<file path="src/hw/rtl/pdd_pkg.sv">
`timescale 1ns / 1ps
// ----------------------------------------------------------------------------
// pdd_pkg: shared definitions for the phase difference detector
// Widths, pipeline control type and the CORDIC arctangent table.
// ----------------------------------------------------------------------------
package pdd_pkg;

  localparam int SAMPLE_W      = 16;
  localparam int PHASE_W       = 16;
  localparam int CORDIC_STAGES = 16;

  localparam int ACC_W       = 32;
  localparam int PROD_W      = 2 * SAMPLE_W;
  // conjugate product magnitude is at most 2^(PROD_W-1), CORDIC gain below 2
  localparam int VEC_W       = PROD_W + 2;
  localparam int ANGLE_IDX_W = 5;

  typedef logic signed [SAMPLE_W-1:0] sample_t;
  typedef logic signed [PROD_W-1:0]   prod_t;
  typedef logic signed [VEC_W-1:0]    vec_t;
  typedef logic        [ACC_W-1:0]    acc_t;
  typedef logic signed [PHASE_W-1:0]  phase_t;

  typedef struct packed {
    logic valid;
    logic zero;
  } ctl_t;

  // atan(2^-i), one full turn equal to 2^32
  function automatic acc_t stage_angle(input logic [ANGLE_IDX_W-1:0] idx);
    acc_t a;
    unique case (idx)
      5'd0:  a = 32'h20000000;
      5'd1:  a = 32'h12E4051E;
      5'd2:  a = 32'h09FB385B;
      5'd3:  a = 32'h051111D4;
      5'd4:  a = 32'h028B0D43;
      5'd5:  a = 32'h0145D7E1;
      5'd6:  a = 32'h00A2F61E;
      5'd7:  a = 32'h00517C55;
      5'd8:  a = 32'h0028BE53;
      5'd9:  a = 32'h00145F2F;
      5'd10: a = 32'h000A2F98;
      5'd11: a = 32'h000517CC;
      5'd12: a = 32'h00028BE6;
      5'd13: a = 32'h000145F3;
      5'd14: a = 32'h0000A2FA;
      5'd15: a = 32'h0000517D;
      5'd16: a = 32'h000028BE;
      5'd17: a = 32'h0000145F;
      5'd18: a = 32'h00000A30;
      5'd19: a = 32'h00000518;
      5'd20: a = 32'h0000028C;
      5'd21: a = 32'h00000146;
      5'd22: a = 32'h000000A3;
      5'd23: a = 32'h00000051;
      5'd24: a = 32'h00000029;
      5'd25: a = 32'h00000014;
      5'd26: a = 32'h0000000A;
      5'd27: a = 32'h00000005;
      5'd28: a = 32'h00000003;
      5'd29: a = 32'h00000001;
      5'd30: a = 32'h00000001;
      5'd31: a = 32'h00000000;
      default: a = '0;
    endcase
    return a;
  endfunction

endpackage

</file>
<file path="src/hw/rtl/pdd_cordic.sv">
`timescale 1ns / 1ps
// ----------------------------------------------------------------------------
// pdd_cordic: vectoring CORDIC, one micro-rotation per register stage
// Drives y toward zero and accumulates the rotated angle.
// ----------------------------------------------------------------------------
module pdd_cordic (
  input  logic          clk,
  input  logic          rst_n,
  input  logic          en,
  input  pdd_pkg::ctl_t ctl_in,
  input  pdd_pkg::vec_t x_in,
  input  pdd_pkg::vec_t y_in,
  input  pdd_pkg::acc_t acc_in,
  output pdd_pkg::ctl_t ctl_out,
  output pdd_pkg::acc_t acc_out
);
  import pdd_pkg::*;

  ctl_t ctl_r [CORDIC_STAGES];
  vec_t x_r   [CORDIC_STAGES];
  vec_t y_r   [CORDIC_STAGES];
  acc_t acc_r [CORDIC_STAGES];

  for (genvar i = 0; i < CORDIC_STAGES; i++) begin : g_stage
    ctl_t ctl_src;
    vec_t x_src, y_src, x_nxt, y_nxt;
    acc_t acc_src, acc_nxt, ang;

    if (i == 0) begin : g_first
      assign ctl_src = ctl_in;
      assign x_src   = x_in;
      assign y_src   = y_in;
      assign acc_src = acc_in;
    end else begin : g_next
      assign ctl_src = ctl_r[i-1];
      assign x_src   = x_r[i-1];
      assign y_src   = y_r[i-1];
      assign acc_src = acc_r[i-1];
    end

    assign ang = stage_angle(ANGLE_IDX_W'(i));

    always_comb begin
      if (!y_src[VEC_W-1]) begin
        x_nxt   = x_src + (y_src >>> i);
        y_nxt   = y_src - (x_src >>> i);
        acc_nxt = acc_src + ang;
      end else begin
        x_nxt   = x_src - (y_src >>> i);
        y_nxt   = y_src + (x_src >>> i);
        acc_nxt = acc_src - ang;
      end
    end

    always_ff @(posedge clk) begin
      if (!rst_n) begin
        ctl_r[i] <= '0;
      end else if (en) begin
        ctl_r[i] <= ctl_src;
      end
    end

    always_ff @(posedge clk) begin
      if (en) begin
        x_r[i]   <= x_nxt;
        y_r[i]   <= y_nxt;
        acc_r[i] <= acc_nxt;
      end
    end
  end

  assign ctl_out = ctl_r[CORDIC_STAGES-1];
  assign acc_out = acc_r[CORDIC_STAGES-1];

endmodule

</file>
<file path="config.mk">
export PLATFORM = sky130hd
export DESIGN_NAME = pdd_cordic
export DESIGN_NICKNAME = d
export VERILOG_FILES = /design/src/hw/rtl/pdd_pkg.sv /design/src/hw/rtl/pdd_cordic.sv
export SDC_FILE = /design/constraint.sdc
export NUM_CORES = 2
export LEC_CHECK = 0
export BUFFER_PORTS_ARGS = -buffer_cell sky130_fd_sc_hd__buf_4
export CORE_MARGIN = 2
export CORE_UTILIZATION = 40
export DETAILED_ROUTE_END_ITERATION = 10
export GPL_TIMING_DRIVEN = 0
export HOLD_SLACK_MARGIN = 0.08
export PLACE_DENSITY_LB_ADDON = 0.3
export SETUP_SLACK_MARGIN = 0.3
export SLEW_MARGIN = 20
export SYNTH_ARGS = -nofsm -noshare
export SYNTH_HDL_FRONTEND = slang
export SYNTH_SLANG_ARGS = --single-unit
export TNS_END_PERCENT = 5
</file>
<file path="constraint.sdc">
create_clock -name clk -period 11.52 [get_ports clk]
set_clock_uncertainty 0.15 [all_clocks]
set_input_delay 1.728 -clock clk [delete_from_list [all_inputs] [get_ports clk]]
set_output_delay 1.728 -clock clk [all_outputs]
set_load 0.02 [all_outputs]
</file>
==> flow_metrics.tcl <==
set metrics [dict create \
    cp-startpoint "y_r[1][33]$_DFFE_PP_" \
    wl_per_cell_um 17.3 \
    synth-seq-cells 1482 \
    syn_inst 13814 \
    n_fill_cell 31229 \
    timing.slew.headroom_pct 23.4 \
    track_usage_pct 19.1 \
    place_hpwl_um 259000 \
    core.rowCount 208 \
    syn_area_per_cell_sq_um 9.36 \
    design.die.area_sq_um 328000 \
    dieHeight_um 573 \
    critical_path_class "flip-flop to flip-flop" \
    port_buffers 137 \
    finalHoldViolations 0 \
    drt-pass1-iter-count 6 \
    utilization_pct 44.2 \
    grt_pass1_wl_um 513000 \
    start_util_pct 40.2 \
    period_needed_ns 6.40 \
    wl_um 322000 \
    synth_fp_nets 15417 \
    grt_pass1_vias 97822 \
    slew_viol_final 0 \
    synth_top_area_share_pct 34.4 \
    fin_area_sq_um 142000 \
    multiInputGateArea_sq_um 81300 \
    end_kind "flip-flop" \
    worst_ep_required_time_ns 11.97 \
    crit_fanout 19 \
    numCtsBuffers 183 \
    overflow 0 \
    rsz0062_at_grt "false" \
    drt_iter0_drc 5858 \
    holdBufCountCts 0 \
    period_share_pct 55.6 \
    synth_edf_count 1482 \
    worstMarginPinSlew_ns 1.14 \
    clock_sinks 1482 \
    clk_transition_reported_paths_ns 0.06 \
    synth.distinct_cells 112 \
    final_common_cell "a21oi_1" \
    vias_per_cell 5.42 \
    cts_max_level 4 \
    io_pins 139 \
    insertion_delay_ns 0.89 \
    post-cts-setup-buffers 0 \
    hp-start "acc_r[5][32]$_DFFE_PP_" \
    netlist_area_sq_um 129000 \
    synthTopCellsByArea "edfxtp_1 34%, ha_1 14%, xnor2_1 8.2%" \
    rr_startpoint "y_r[1][33]$_DFFE_PP_" \
    final_antenna_net_count 0 \
    ff_latch_area_sq_um 44500 \
    setup_viol 0 \
    outcome "completed" \
    clk_path_buf_depth 4 \
    synth_ff_type "edfxtp_1" \
    fmax_mhz 156 \
    synth.yosys.seq_area_share_pct 34.4 \
    die_w_um 573 \
    synth_top_cell_by_area "edfxtp_1" \
    cts_root_buffer "clkbuf_16" \
    maxCapViolCount 0 \
    num_vias 100830 \
    mostFrequentLayoutCells "1498 x a21oi_1, 1482 x edfxtp_1, 1454 x ha_1" \
    drive_gt1_share_pct 4.61 \
    grt_max_degree 159 \
    place_area_sq_um 136000 \
    startpoint_type "flip-flop" \
    synthArstFlopShare_pct 0 \
    crit_arrival_ns 6.85 \
    routabilityCongestion 0.945 \
    min_path_type "flip-flop to flip-flop" \
    fin_cells 18607 \
    drc 0 \
    ys_warn_count 0 \
    cts_tree "done" \
    coreArea_sq_um 321000 \
    areaGrowthSynthToFinish_pct 9.91 \
    fin_nets 15754 \
    dp.cells 18270 \
    cts_resized 0 \
    grt_antenna_before_repair 1 \
]
[stage by stage]
step	setup TNS (ns)	hold slack, ns	setup WS, ns
floorplan	0	0.250	6.89
global placement	-6105.07	0.252	-4.79
detailed placement	0	0.255	5.02
CTS	0	0.251	5.00
global route	0	0.276	4.68
finish	0	0.254	5.12
[final timing paths]
path                                 to  slack, ns  depth (start not counted)
setup / recovery   y_r[1][61]$_DFFE_PP_       5.12                         16
hold / removal    acc_r[6][0]$_DFFE_PP_       0.25                          0
setup reg to reg   y_r[1][61]$_DFFE_PP_       5.12                         16
hold reg to reg   acc_r[6][0]$_DFFE_PP_       0.25                          0
[cell families (layout without fill, tap and decap cells)]
logic type	count (synthesis)	after routing	share of synthesized area, %
AO/OA/AOI/OAI	4172	4172	20.6
flip-flops	1482	1482	34.4
other	0	2	0
AND/OR/NAND/NOR	3839	3839	14.4
multiplexers	79	79	0.647
adder cells (fa/ha/maj)	1498	1498	14.7
XOR/XNOR	1837	1837	12.4
buffers and inverters	907	1393	2.73
[per-layer routing]
layer	part of all wire [%]	up-vias	global-route usage, %
li1	-	51851	-
met3	3.3	721	2.10
met1	41	46413	21.6
met4	5.2	0	9.13
met2	50	1845	35.7
met5	0	-	0
[cell usage after synthesis (107+ instances only)]
| library cell | count |
|---|---|
| a211oi_1 | 115 |
| a21o_1 | 649 |
| a21oi_1 | 1498 |
| a31oi_1 | 178 |
| and3_1 | 194 |
| clkbuf_1 | 177 |
| edfxtp_1 | 1482 |
| ha_1 | 1454 |
| inv_1 | 641 |
| nand2_1 | 679 |
| nand2b_1 | 199 |
| nand3_1 | 256 |
| nand4_1 | 107 |
| nor2_1 | 1312 |
| nor2b_1 | 210 |
| nor3_1 | 391 |
| o21a_1 | 188 |
| o21ai_0 | 636 |
| o21bai_1 | 192 |
| xnor2_1 | 1208 |
| xor2_1 | 629 |
[sequential cells by signal (all words and copies together) (netlist names)]
| name | cells |
|---|---|
| acc_r | 512 |
| y_r | 476 |
| x_r | 462 |
| ctl_r | 32 |
[worst max-delay path: stages (launching register included)]
cell and delay, ns:
edfxtp_1 0.92, clkbuf_1 0.48, clkbuf_1 0.76, clkbuf_1 0.55
nor2_1 0.15, xnor2_1 0.18, ha_1 0.34, o21ai_0 0.10
nor2_1 0.20, o221ai_1 0.21, a31oi_1 0.40, a31oi_1 0.25
o21ai_0 0.50, a21oi_1 0.14, o21ai_0 0.42, a41oi_1 0.21
xnor2_1 0.16
[final cells by class]
| class | count | area share, % |
|---|---|---|
| multi-input combinational | 11425 | 57.2 |
| clock buffer | 223 | 3.39 |
| tap | 4305 | 3.79 |
| inverter | 649 | 1.71 |
| timing repair buffer | 152 | 0.988 |
| clock inverter | 111 | 0.835 |
| sequential | 1482 | 31.3 |
| buffer | 258 | 0.775 |
| antenna | 2 | 0.00352 |
Power is not shown: default switching activity piles up to over one toggle a cycle in this logic, so the estimate is an artifact.
