### config.mk
export PLATFORM = sky130hd
export DESIGN_NAME = pdd_round
export DESIGN_NICKNAME = d
export VERILOG_FILES = /design/src/hw/rtl/pdd_pkg.sv /design/src/hw/rtl/pdd_round.sv
export SDC_FILE = /design/constraint.sdc
export NUM_CORES = 1
export LEC_CHECK = 0
export BUFFER_PORTS_ARGS = -buffer_cell sky130_fd_sc_hd__buf_2
export CAP_MARGIN = 20
export CELL_PAD_IN_SITES_DETAIL_PLACEMENT = 1
export CELL_PAD_IN_SITES_GLOBAL_PLACEMENT = 2
export CORE_ASPECT_RATIO = 2
export CORE_MARGIN = 5
export CORE_UTILIZATION = 22
export DETAILED_ROUTE_END_ITERATION = 7
export PLACE_DENSITY = 0.82
export SYNTH_ARGS = -nofsm -noshare
export SYNTH_HDL_FRONTEND = slang
export SYNTH_SLANG_ARGS = --single-unit
### constraint.sdc
create_clock -name clk -period 1.65 [get_ports clk]
set_input_delay 0.33 -clock clk [delete_from_list [all_inputs] [get_ports clk]]
set_output_delay 0.33 -clock clk [all_outputs]
set_load 0.01 [all_outputs]
### src/hw/rtl/pdd_pkg.sv
`timescale 1ns / 1ps
// ----------------------------------------------------------------------------
// pdd_pkg: shared definitions for the phase difference detector
// Widths, pipeline control type and the CORDIC arctangent table.
// ----------------------------------------------------------------------------
package pdd_pkg;

  localparam int SAMPLE_W      = 16;
  localparam int PHASE_W       = 16;
  localparam int CORDIC_STAGES = 16;

  localparam int ACC_W       = 32;
  localparam int PROD_W      = 2 * SAMPLE_W;
  // conjugate product magnitude is at most 2^(PROD_W-1), CORDIC gain below 2
  localparam int VEC_W       = PROD_W + 2;
  localparam int ANGLE_IDX_W = 5;

  typedef logic signed [SAMPLE_W-1:0] sample_t;
  typedef logic signed [PROD_W-1:0]   prod_t;
  typedef logic signed [VEC_W-1:0]    vec_t;
  typedef logic        [ACC_W-1:0]    acc_t;
  typedef logic signed [PHASE_W-1:0]  phase_t;

  typedef struct packed {
    logic valid;
    logic zero;
  } ctl_t;

  // atan(2^-i), one full turn equal to 2^32
  function automatic acc_t stage_angle(input logic [ANGLE_IDX_W-1:0] idx);
    acc_t a;
    unique case (idx)
      5'd0:  a = 32'h20000000;
      5'd1:  a = 32'h12E4051E;
      5'd2:  a = 32'h09FB385B;
      5'd3:  a = 32'h051111D4;
      5'd4:  a = 32'h028B0D43;
      5'd5:  a = 32'h0145D7E1;
      5'd6:  a = 32'h00A2F61E;
      5'd7:  a = 32'h00517C55;
      5'd8:  a = 32'h0028BE53;
      5'd9:  a = 32'h00145F2F;
      5'd10: a = 32'h000A2F98;
      5'd11: a = 32'h000517CC;
      5'd12: a = 32'h00028BE6;
      5'd13: a = 32'h000145F3;
      5'd14: a = 32'h0000A2FA;
      5'd15: a = 32'h0000517D;
      5'd16: a = 32'h000028BE;
      5'd17: a = 32'h0000145F;
      5'd18: a = 32'h00000A30;
      5'd19: a = 32'h00000518;
      5'd20: a = 32'h0000028C;
      5'd21: a = 32'h00000146;
      5'd22: a = 32'h000000A3;
      5'd23: a = 32'h00000051;
      5'd24: a = 32'h00000029;
      5'd25: a = 32'h00000014;
      5'd26: a = 32'h0000000A;
      5'd27: a = 32'h00000005;
      5'd28: a = 32'h00000003;
      5'd29: a = 32'h00000001;
      5'd30: a = 32'h00000001;
      5'd31: a = 32'h00000000;
      default: a = '0;
    endcase
    return a;
  endfunction

endpackage

### src/hw/rtl/pdd_round.sv
`timescale 1ns / 1ps
// ----------------------------------------------------------------------------
// pdd_round: angle rounding and output register
// Rounds the turn accumulator to the phase width and holds it for the sink.
// ----------------------------------------------------------------------------
module pdd_round (
  input  logic           clk,
  input  logic           rst_n,
  input  logic           en,
  input  pdd_pkg::ctl_t  ctl_in,
  input  pdd_pkg::acc_t  acc_in,
  output logic           out_valid,
  output pdd_pkg::phase_t out_phase_diff
);
  import pdd_pkg::*;

  localparam acc_t RND_HALF = acc_t'(1) << (ACC_W - 1 - PHASE_W);

  logic   valid_r;
  phase_t phase_r;
  acc_t   rounded;
  phase_t phase_nxt;

  assign rounded   = acc_in + RND_HALF;
  // zero vector has no angle: report zero
  assign phase_nxt = ctl_in.zero ? '0 : phase_t'(rounded[ACC_W-1 -: PHASE_W]);

  always_ff @(posedge clk) begin
    if (!rst_n) begin
      valid_r <= 1'b0;
    end else if (en) begin
      valid_r <= ctl_in.valid;
    end
  end

  always_ff @(posedge clk) begin
    if (en) begin
      phase_r <= phase_nxt;
    end
  end

  assign out_valid      = valid_r;
  assign out_phase_diff = phase_r;

endmodule

==> results <==
- The routed wire length per instance is 13.56 µm.
- The die outline area is 5725 µm².
- The proportion of synthesized chip area in sequential cells is 0.5362.
- At the pin with the least slew margin, the transition time is 0.4146 ns.
- The via count of the first global-routing pass is 906.
- Traced cell by cell, the critical path runs through buf_2 -> ha_1 -> nand4_2 -> buf_4 -> or4_1 -> a21oi_1.
- Subtracting the final worst setup slack from the clock period gives 1.540 ns.
- The CTS tree is built.
- The number of violations reported at the end of detailed-routing iteration 0 is 6.
- The data arrival at the endpoint of the critical path is 1.64 ns.
- The final hold violation count is 0.
- The post-synthesis share of cell area spent on full adders, half adders and majority gates is 0.01340.
- The antenna diode count is 0.
- The parity-gate share of the synthesized area counting xor and xnor cells is 0.02815.
- The count of input and output buffers is 38.
- Counting flops with a built-in enable in the synthesized netlist gives 16.
- The total power of the final layout is 1.020 mW.
- Timing analysis after detailed placement gives a worst setup slack of -0.1807 ns.
- The multi-input gate area in the final layout is 414.1 µm².
- The detailed router placed 901 vias in this run.
- In this run, post-CTS repair resized a total of 0 instances.
- The final max-slew violation count is 0.
- The largest net degree at the start of global routing is 21.
- For this run, design rule violations remaining after detail routing come to 0.
- The detail route stage leaves a number of antenna-violating nets equal to 0.
- The final worst clock skew is 0 ns.
- Among all cell types in the netlist, the one instantiated most often is sky130_fd_sc_hd__edfxtp_1.
- The average instance in the mapped netlist occupies 10.73 µm².
- STA classifies the critical path endpoint as a flop.
- No sink is reached through more buffers than the 2 on the longest clock path.
- Setup violations remaining at the end of the flow were counted as 0.
- The pre-antenna-repair detailed-routing pass consisted of 3 iterations.
- The count of warnings emitted by yosys is 0.
- After filler insertion, the fill cell instance count of the layout stands at 507.
- The initial antenna violation count is 0.
- The number of cell rows is 33.
- In the synthesized netlist, the number of instances is 87.
- Registers take 500.5 µm².
- By area, the combinational part of the netlist is dominated by simple AND/OR/NAND/NOR gates.
- The later-pin clock latency in the skew report is 0.26 ns.
- The number of hold buffers added after CTS was 0.
- For this run, the top clock speed supported by timing is 649.5 MHz.
- In the post-synthesis netlist, the biggest area contributors are sky130_fd_sc_hd__edfxtp_1 (51%), sky130_fd_sc_hd__mux2_1 (4.8%), sky130_fd_sc_hd__a21oi_1 (4.3%), sky130_fd_sc_hd__nor2b_1 (4.0%), sky130_fd_sc_hd__o31ai_1 (4.0%).
- The category of the most critical setup path is primary input to flop.
- The largest total area in the synthesized netlist belongs to sky130_fd_sc_hd__edfxtp_1.
- The startpoint type of the worst setup path is a primary input.
- Adding up every negative setup slack in the final design gives 0 ns.
- The post-layout utilization of the core is 0.3209.
- The synthesized design contains 17 register bits.
- In this run the worst hold path is classified as primary input to flop.
- The global routing usage summed across all routing layers is 0.09351.
- The final cycle utilization of the critical path is 0.9332.
- Routability-driven placement finished with a final weighted congestion of 0.8063.
- The cell sitting at the root of the clock tree is a sky130_fd_sc_hd__clkbuf_8.
- Hold is met by 0.2892 ns.
- The total CTS buffers is 3.
- The critical path required time is 1.75 ns.
- From synthesis to final layout, the design area changed by 41.96%.
- For this run the aggregate overflow at the end of global routing stands at 0.
- The boundary pin count is 54.
- By count the netlist is led by sky130_fd_sc_hd__edfxtp_1 (16), sky130_fd_sc_hd__a21oi_1 (8), sky130_fd_sc_hd__nor2_1 (7).
- The top cell type's share of synthesized area is 0.5147.
- The clock net sink count is 17.
- The run finished with clean final reports.
- The post-CTS setup-driven buffer insertion count is 0.
- The share of the synthesized area in compound gates (AO/OA/AOI/OAI) is 0.09920.
- The final layout contains routed wiring with a total length of 2603 µm.
- Measured against its own limit, the worst slew margin works out to 0.7236.
- The total power divided by cell area is 769.9 nW/µm².
- The floorplan step defined a core boundary enclosing 4129 µm².
- The leakage component of the power is 0.5325 nW.
- After detailed routing, the number of vias per cell comes to 4.693.
- The ratio of cells with drive above 1 in the final layout is 0.4000.
- The slowest stage of the critical path belongs to the cell sky130_fd_sc_hd__or4_1.
- Setup repair after global routing left no endpoint under its margin.
- The largest fanout on the critical path is 5.
- From bottom edge to top edge, the die measures 102.1 µm.
- When the netlist entered floorplanning its net count stood at 125.
- The buffers plus inverters on the worst setup path is 2.
- The number of violations of the max-capacitance limit is 0.
- The global-route wire length before repair is 4126 µm.
- Of the post-synthesis cell area, the part taken by muxes is 0.05898.
- The net total in the final layout is 179.
- The worst-case IR drop observed on VDD is 0.3624 mV.
- The setup slack of the most critical reg-to-reg path is 1.06 ns.
- For this configuration, the core starts out at a cell density of 0.2261.
- The number of H-tree branching levels is 1.
- After clock tree synthesis, the clock-pin slew on the worst setup and hold paths is 0.07 ns.
- The cell area after synthesis is 933.4 µm².
- Broken down by cell family, the worst path's largest delay share belongs to simple AND/OR/NAND/NOR gates.
- The number of different library cells used by synthesis comes to 21.
- Summed over all nets, the half-perimeter wirelength after detailed placement is 2094 µm.
- The largest single stage delay on the critical path is 0.49 ns.
- Of the total synthesized cell area, the portion taken by AND, OR, NAND and NOR gates is 0.2440.
- In this run the horizontal extent of the chip is 56.06 µm.
- Setup slack on the critical path of the routed design comes to 0.1103 ns.
- The share of synthesized registers carrying an async set or reset is 0.
- In the synthesized netlist the dominant register cell turns out to be sky130_fd_sc_hd__edfxtp_1.
[report_power, final]
group / internal (mW) / switching, mW / leakage [nW]
registers: 0.510 / 0.00763 / 0.162
logic: 0.0794 / 0.103 / 0.345
clock network: 0.168 / 0.152 / 0.0255
total: 0.757 / 0.263 / 0.533
[cells in the final DEF, fill, tap and decap left out, drive strengths merged]
cell type and n:
dfxtp 1, xnor2 1, xor2 2, edfxtp 16, mux2i 1, nand2 4, nor2b 6, clkbuf 3
nand3 6, nor2 7, or4 5, o31ai 5, mux2 4, ha 1, or3 3, nor4 4
inv 3, o21ai 3, nand4 5, buf 51, clkinv 1, a21oi 8
[stage by stage]
stage               cells  cell area (µm²)
finish                192             1325
global route          192             1325
CTS                   192             1325
detailed placement    188             1279
global placement      188             1279
floorplan              87            933.4
[path summary, 6_finish.rpt]
check / startpoint / endpoint / cells past startpoint
min reg2reg: out_valid$_SDFFE_PN0P_ / out_valid$_SDFFE_PN0P_ / 2
min: rst_n / out_valid$_SDFFE_PN0P_ / 2
max: acc_in[15] / out_phase_diff[11]$_SDFFCE_PP0P_ / 6
max reg2reg: out_valid$_SDFFE_PN0P_ / out_valid$_SDFFE_PN0P_ / 2
[registers in the layout (all words and copies together), names as in the netlist]
| register | cells |
|---|---|
| out_valid | 1 |
| out_phase_diff | 16 |
[routing by layer]
metal | wire, µm | track usage | vias to the layer above
met4 | 76 | 0.06033 | 0
met5 | 0 | 0 | -
met3 | 115 | 0.01517 | 9
met2 | 1473 | 0.1830 | 23
li1 | - | - | 443
met1 | 938 | 0.08672 | 426
[cell type report]
type / count / share of cell area
clock buffers: 3 / 0.03116
clock inverters: 1 / 0.003777
inverters: 3 / 0.008499
multi-input cells: 65 / 0.3126
flip-flops and latches: 17 / 0.3777
well taps: 52 / 0.04910
repair buffers: 51 / 0.2172
[cell families after synthesis]
kind of cell | Yosys count
buf+inv | 5
mux | 5
flops | 17
fa+ha+maj | 1
xor+xnor | 3
simple gates | 40
compound gates | 16
Note: power is estimated with default switching activity, not from simulation.
