`src/hw/rtl/pdd_pkg.sv`:
```
`timescale 1ns / 1ps
// ----------------------------------------------------------------------------
// pdd_pkg: shared definitions for the phase difference detector
// Widths, pipeline control type and the CORDIC arctangent table.
// ----------------------------------------------------------------------------
package pdd_pkg;

  localparam int SAMPLE_W      = 16;
  localparam int PHASE_W       = 16;
  localparam int CORDIC_STAGES = 16;

  localparam int ACC_W       = 32;
  localparam int PROD_W      = 2 * SAMPLE_W;
  // conjugate product magnitude is at most 2^(PROD_W-1), CORDIC gain below 2
  localparam int VEC_W       = PROD_W + 2;
  localparam int ANGLE_IDX_W = 5;

  typedef logic signed [SAMPLE_W-1:0] sample_t;
  typedef logic signed [PROD_W-1:0]   prod_t;
  typedef logic signed [VEC_W-1:0]    vec_t;
  typedef logic        [ACC_W-1:0]    acc_t;
  typedef logic signed [PHASE_W-1:0]  phase_t;

  typedef struct packed {
    logic valid;
    logic zero;
  } ctl_t;

  // atan(2^-i), one full turn equal to 2^32
  function automatic acc_t stage_angle(input logic [ANGLE_IDX_W-1:0] idx);
    acc_t a;
    unique case (idx)
      5'd0:  a = 32'h20000000;
      5'd1:  a = 32'h12E4051E;
      5'd2:  a = 32'h09FB385B;
      5'd3:  a = 32'h051111D4;
      5'd4:  a = 32'h028B0D43;
      5'd5:  a = 32'h0145D7E1;
      5'd6:  a = 32'h00A2F61E;
      5'd7:  a = 32'h00517C55;
      5'd8:  a = 32'h0028BE53;
      5'd9:  a = 32'h00145F2F;
      5'd10: a = 32'h000A2F98;
      5'd11: a = 32'h000517CC;
      5'd12: a = 32'h00028BE6;
      5'd13: a = 32'h000145F3;
      5'd14: a = 32'h0000A2FA;
      5'd15: a = 32'h0000517D;
      5'd16: a = 32'h000028BE;
      5'd17: a = 32'h0000145F;
      5'd18: a = 32'h00000A30;
      5'd19: a = 32'h00000518;
      5'd20: a = 32'h0000028C;
      5'd21: a = 32'h00000146;
      5'd22: a = 32'h000000A3;
      5'd23: a = 32'h00000051;
      5'd24: a = 32'h00000029;
      5'd25: a = 32'h00000014;
      5'd26: a = 32'h0000000A;
      5'd27: a = 32'h00000005;
      5'd28: a = 32'h00000003;
      5'd29: a = 32'h00000001;
      5'd30: a = 32'h00000001;
      5'd31: a = 32'h00000000;
      default: a = '0;
    endcase
    return a;
  endfunction

endpackage

```
`src/hw/rtl/pdd_conj_mult.sv`:
```
`timescale 1ns / 1ps
// ----------------------------------------------------------------------------
// pdd_conj_mult: conjugate multiply and pre-rotation
// Three stages: partial products, real/imag sums, fold into the right half.
// ----------------------------------------------------------------------------
module pdd_conj_mult (
  input  logic             clk,
  input  logic             rst_n,
  input  logic             en,
  input  logic             in_valid,
  input  pdd_pkg::sample_t a_real,
  input  pdd_pkg::sample_t a_imag,
  input  pdd_pkg::sample_t b_real,
  input  pdd_pkg::sample_t b_imag,
  output pdd_pkg::ctl_t    ctl_out,
  output pdd_pkg::vec_t    x_out,
  output pdd_pkg::vec_t    y_out,
  output pdd_pkg::acc_t    acc_out
);
  import pdd_pkg::*;

  localparam acc_t HALF_TURN = acc_t'(1) << (ACC_W - 1);

  // stage 1: products
  logic  v1_r;
  prod_t p_rr_r, p_ii_r, p_ri_r, p_ir_r;
  // stage 2: conjugate product
  logic  v2_r;
  vec_t  x2_r, y2_r;
  vec_t  x2_nxt, y2_nxt;
  // stage 3: pre-rotated vector
  ctl_t  ctl3_r;
  vec_t  x3_r, y3_r;
  acc_t  acc3_r;

  assign x2_nxt = VEC_W'(p_rr_r) + VEC_W'(p_ii_r);
  assign y2_nxt = VEC_W'(p_ri_r) - VEC_W'(p_ir_r);

  always_ff @(posedge clk) begin
    if (!rst_n) begin
      v1_r   <= 1'b0;
      v2_r   <= 1'b0;
      ctl3_r <= '0;
    end else if (en) begin
      v1_r         <= in_valid;
      v2_r         <= v1_r;
      ctl3_r.valid <= v2_r;
      ctl3_r.zero  <= (x2_r == '0) && (y2_r == '0);
    end
  end

  always_ff @(posedge clk) begin
    if (en) begin
      p_rr_r <= PROD_W'(a_real) * PROD_W'(b_real);
      p_ii_r <= PROD_W'(a_imag) * PROD_W'(b_imag);
      p_ri_r <= PROD_W'(a_real) * PROD_W'(b_imag);
      p_ir_r <= PROD_W'(b_real) * PROD_W'(a_imag);
      x2_r   <= x2_nxt;
      y2_r   <= y2_nxt;
      // fold the left half plane over by a half turn
      if (x2_r[VEC_W-1]) begin
        x3_r   <= -x2_r;
        y3_r   <= -y2_r;
        acc3_r <= HALF_TURN;
      end else begin
        x3_r   <= x2_r;
        y3_r   <= y2_r;
        acc3_r <= '0;
      end
    end
  end

  assign ctl_out = ctl3_r;
  assign x_out   = x3_r;
  assign y_out   = y3_r;
  assign acc_out = acc3_r;

endmodule

```
`config.mk`:
```
export PLATFORM = sky130hd
export DESIGN_NAME = pdd_conj_mult
export DESIGN_NICKNAME = d
export VERILOG_FILES = /design/src/hw/rtl/pdd_pkg.sv /design/src/hw/rtl/pdd_conj_mult.sv
export SDC_FILE = /design/constraint.sdc
export NUM_CORES = 2
export LEC_CHECK = 0
export BUFFER_PORTS_ARGS = -buffer_cell sky130_fd_sc_hd__buf_4
export CAP_MARGIN = 5
export CORE_ASPECT_RATIO = 0.9
export CORE_MARGIN = 2
export CORE_UTILIZATION = 45
export CTS_CLUSTER_SIZE = 10
export DETAILED_ROUTE_END_ITERATION = 16
export PLACE_DENSITY_LB_ADDON = 0.2
export SLEW_MARGIN = 10
export SYNTH_ARGS = -nofsm -noshare
export SYNTH_HDL_FRONTEND = slang
export SYNTH_SLANG_ARGS = --single-unit
```
`constraint.sdc`:
```
create_clock -name clk -period 13.9 [get_ports clk]
set_clock_uncertainty 0.05 [all_clocks]
set_input_delay 4.17 -clock clk [delete_from_list [all_inputs] [get_ports clk]]
set_output_delay 4.17 -clock clk [all_outputs]
set_load 0.05 [all_outputs]
```
==> summary.md <==
| Metric | Value |
|---|---|
| Crit Path Category | `input pin to flop` |
| CP arrival | `10.89 ns` |
| Core Box Area | `roughly 110000 sq um` |
| Fin nets | `6840` |
| Initial core utilization | `0.453` |
| Compound-Gate Fraction of Synth Area | `0.0613` |
| Setup Total Neg Slack | `0 ns` |
| Final GP Congestion | `0.864` |
| Crit-path slowest cell | `fa_1` |
| Synthesized instance count | `5354` |
| Mux cell area share after synthesis | `0.000793` |
| Most common cell on crit path | `fa_1` |
| Drc violations | `0` |
| CP startpoint kind | `input pin` |
| First-pass GRT wire length | `214000 um` |
| RSZ-0062 raised after global routing | `false` |
| Hold endpoint | `ctl_out[0]` |
| Worst slew pin tran | `1.14 ns` |
| Tightest Hold Check Type | `flop to flop` |
| Critical path, cell by cell | `buf_4, nand2_1, inv_1, fa_1, fa_1, inv_1, fa_1, fa_1, fa_1, fa_1, inv_1, ha_1, a21oi_1, nor2b_1, nor2_1, nand2_1, a2111oi_0, nor3_1, a2111oi_0, a21oi_1, xor2_1` |
| Worst Path Max Fanout | `32` |
| Buffers added on ports | `between 100 and 150` |
| Post-CTS setup buffer count | `0` |
| Avg WL per Cell | `between 15 and 20 um` |
| Root Driver | `clkbuf_16` |
| Synth Area in Simple Gates | `0.136` |
| Hold path startpoint | `ctl_out[0]` |
| Final slew viol count | `0` |
| Syn_area_per_cell | `9.73 sq um` |
| Row cnt | `between 100 and 150` |
| Syn-to-layout area delta | `6.01%` |
| CTS tree | `yes` |
| # hold bufs at CTS | `0` |
| Largest net degree at the start of global routing | `158` |
| Pre-CTS setup slack | `2.64 ns` |
| Reg2reg setup slack | `between 9 and 10 ns` |
| F_max | `93.9 MHz` |
| CTS Buf Count | `35` |
| Die Wd | `363 um` |
| Routed Antenna Nets | `0` |
| Vias | `35700` |
| DPL Wire Length | `102000 um` |
| Full die area | `118000 sq um` |
| Share of cells above drive strength 1 | `0.0387` |
| Maxcap violations | `0` |
| Layout fillers | `10900` |
| Synth warn | `0` |
| Cell Area, Synth | `about 52000 sq um` |
| Post-synth EDFFs | `~260` |
| Resized cells post-CTS | `0` |
| Chip Height | `327 um` |
| H-tree Lvls | `2` |
| Register-to-Register Path Depth | `10` |
| Worst rel slew slack | `0.234` |
| Worst Path Required | `14.14 ns` |
| Most common cell after layout, fill and taps aside | `inv_1` |
| Xor/xnor cell area share of the yosys netlist | `0.0424` |
| CTS sink cnt | `267` |
| Clock transition at path regs | `0.05 ns` |
| Largest family of logic cells by synthesized area | `adder cells` |
| Synth Area in Adders | `0.498` |
| DR iter-0 viols | `between 2000 and 2500` |
| GRT Util Overall | `0.231` |
| Hold path cells | `2` |
| Status | `finished clean` |
| Clock Path Buffers | `3` |
| GRT overflow | `0` |
| Drt first pass iters | `5` |
| Vias in the first global route | `38100` |
| Via density | `5.22` |
| Fin crit period | `10.65 ns` |
| Worst reg2reg startpoint | `y2_r[8]` |
| Sequential fraction of the synthesis area | `0.153` |
| Final hold viol count | `0` |
| FFs w/ async S/R, synth | `0` |
| CP max stage delay | `~0.76 ns` |
| Fin crit share | `0.766` |
| Final WL | `131000 um` |
| # IOs | `between 150 and 200` |
| Most used flip-flop cell after synthesis | `edfxtp_1` |
| Clk Latency, worst-skew pair | `0.55 ns` |
| Most frequent cells in the layout | `1216 x inv_1, 1050 x fa_1, 586 x nand2_1` |
| Register Area | `7980 sq um` |
| Setup crit end kind | `flop` |
| Worst Setup Slack, final | `3.25 ns` |
| Seq cells post-synth | `267` |
| Antenna violations before repair | `5` |
| RR Endpoint | `ctl_out[0]` |
| # setup viols final | `0` |
| Multi-input logic area | `approximately 39000 sq um` |
| Synth cell types | `69` |
-- synthesized netlist by cell type (10+ instances only) --
| cell type | number | area (sq um) |
|---|---|---|
| and3_1 | 16 | 100 |
| edfxtp_1 | 263 | 7900 |
| clkbuf_1 | 207 | 777 |
| nand3_1 | 33 | 165 |
| a21oi_1 | 152 | 761 |
| nor3_1 | 27 | 135 |
| a31oi_1 | 13 | 81.3 |
| xor2_1 | 52 | 455 |
| inv_1 | 1216 | 4560 |
| xnor2_1 | 200 | 1750 |
| nor2b_1 | 21 | 131 |
| o21bai_1 | 28 | 210 |
| o21ai_0 | 97 | 485 |
| nor2_1 | 152 | 571 |
| and2_1 | 494 | 3090 |
| fa_1 | 1050 | 21000 |
| ha_1 | 395 | 4940 |
| o31ai_1 | 24 | 180 |
| o21a_1 | 22 | 165 |
| a211oi_1 | 26 | 195 |
| nand2b_1 | 40 | 250 |
| buf_4 | 31 | 233 |
| nand2_1 | 586 | 2200 |
| nand4_1 | 10 | 62.6 |
| or3_1 | 16 | 100 |
| a21o_1 | 57 | 428 |
-- state kept, by name, indices dropped and copies added, names as in the netlist --
name	count
v2_r	1
v1_r	1
p_ir_r	32
p_ri_r	32
p_ii_r	32
x_out	34
y_out	34
y2_r	33
p_rr_r	32
ctl_out	2
x2_r	33
acc_out	1
-- worst max-delay path by stage --
stage	slack [ns]	cells past startpoint	start	endpoint
after floorplan	3.48	21	a_imag[15]	p_ii_r[30]
after global placement	2.80	21	b_imag[1]	p_ii_r[30]
after detailed placement	2.64	21	b_imag[1]	p_ii_r[30]
after CTS	3.24	21	b_imag[1]	p_ii_r[30]
after global routing	2.81	21	b_imag[1]	p_ii_r[30]
final	3.25	21	b_imag[1]	p_ii_r[30]
-- routing by layer --
layer | up-vias | GRT usage | share of wire
li1 | 16100 | - | -
met2 | 958 | 0.370 | 0.46
met1 | 18500 | 0.336 | 0.46
met3 | 151 | 0.0269 | 0.055
met5 | - | 0 | 0.000099
met4 | 2 | 0.0584 | 0.026
-- metrics by stage --
stage               hold WS (ns)  std cells   util  instance area [sq um]
CTS                        0.429       6844  0.481                  55200
detailed placement         0.423       6790  0.471                  54200
global route               0.449       6846  0.481                  55200
global placement           0.424       6790  0.471                  54200
finish                     0.430       6849  0.481                  55200
floorplan                  0.400       5385      -                  52200
-- cell type report --
class / instances / share of cell area
Sequential cell: 267 / 0.144
Timing Repair Buffer: 145 / 0.0201
Inverter: 1216 / 0.0827
Clock inverter: 9 / 0.00202
Multi-Input combinational cell: 3662 / 0.700
Clock buffer: 45 / 0.0169
Antenna cell: 5 / 0.000227
Tap cell: 1500 / 0.0340
-- logic make-up (layout without fill, tap and decap cells) --
group | after synthesis | after routing
adders and majority gates | 1445 | 1445
buffers and inverters | 1456 | 1415
other | 1 | 37
xor gates and xnor gates | 252 | 252
AOI/OAI and AO/OA | 496 | 496
and+or+nand+nor | 1433 | 1433
DFF | 267 | 267
muxes | 4 | 4
-- critical path: cells and delay by family --
kind                     cells  cell delay, ns
adder cells (fa/ha/maj)      7            3.60
XOR/XNOR                     1            0.18
AND/OR/NAND/NOR              5            0.57
buffers and inverters        4            0.73
AO/OA/AOI/OAI                4            1.62
Power is not shown: default switching activity piles up to over one toggle a cycle in this logic, so the estimate is an artifact.
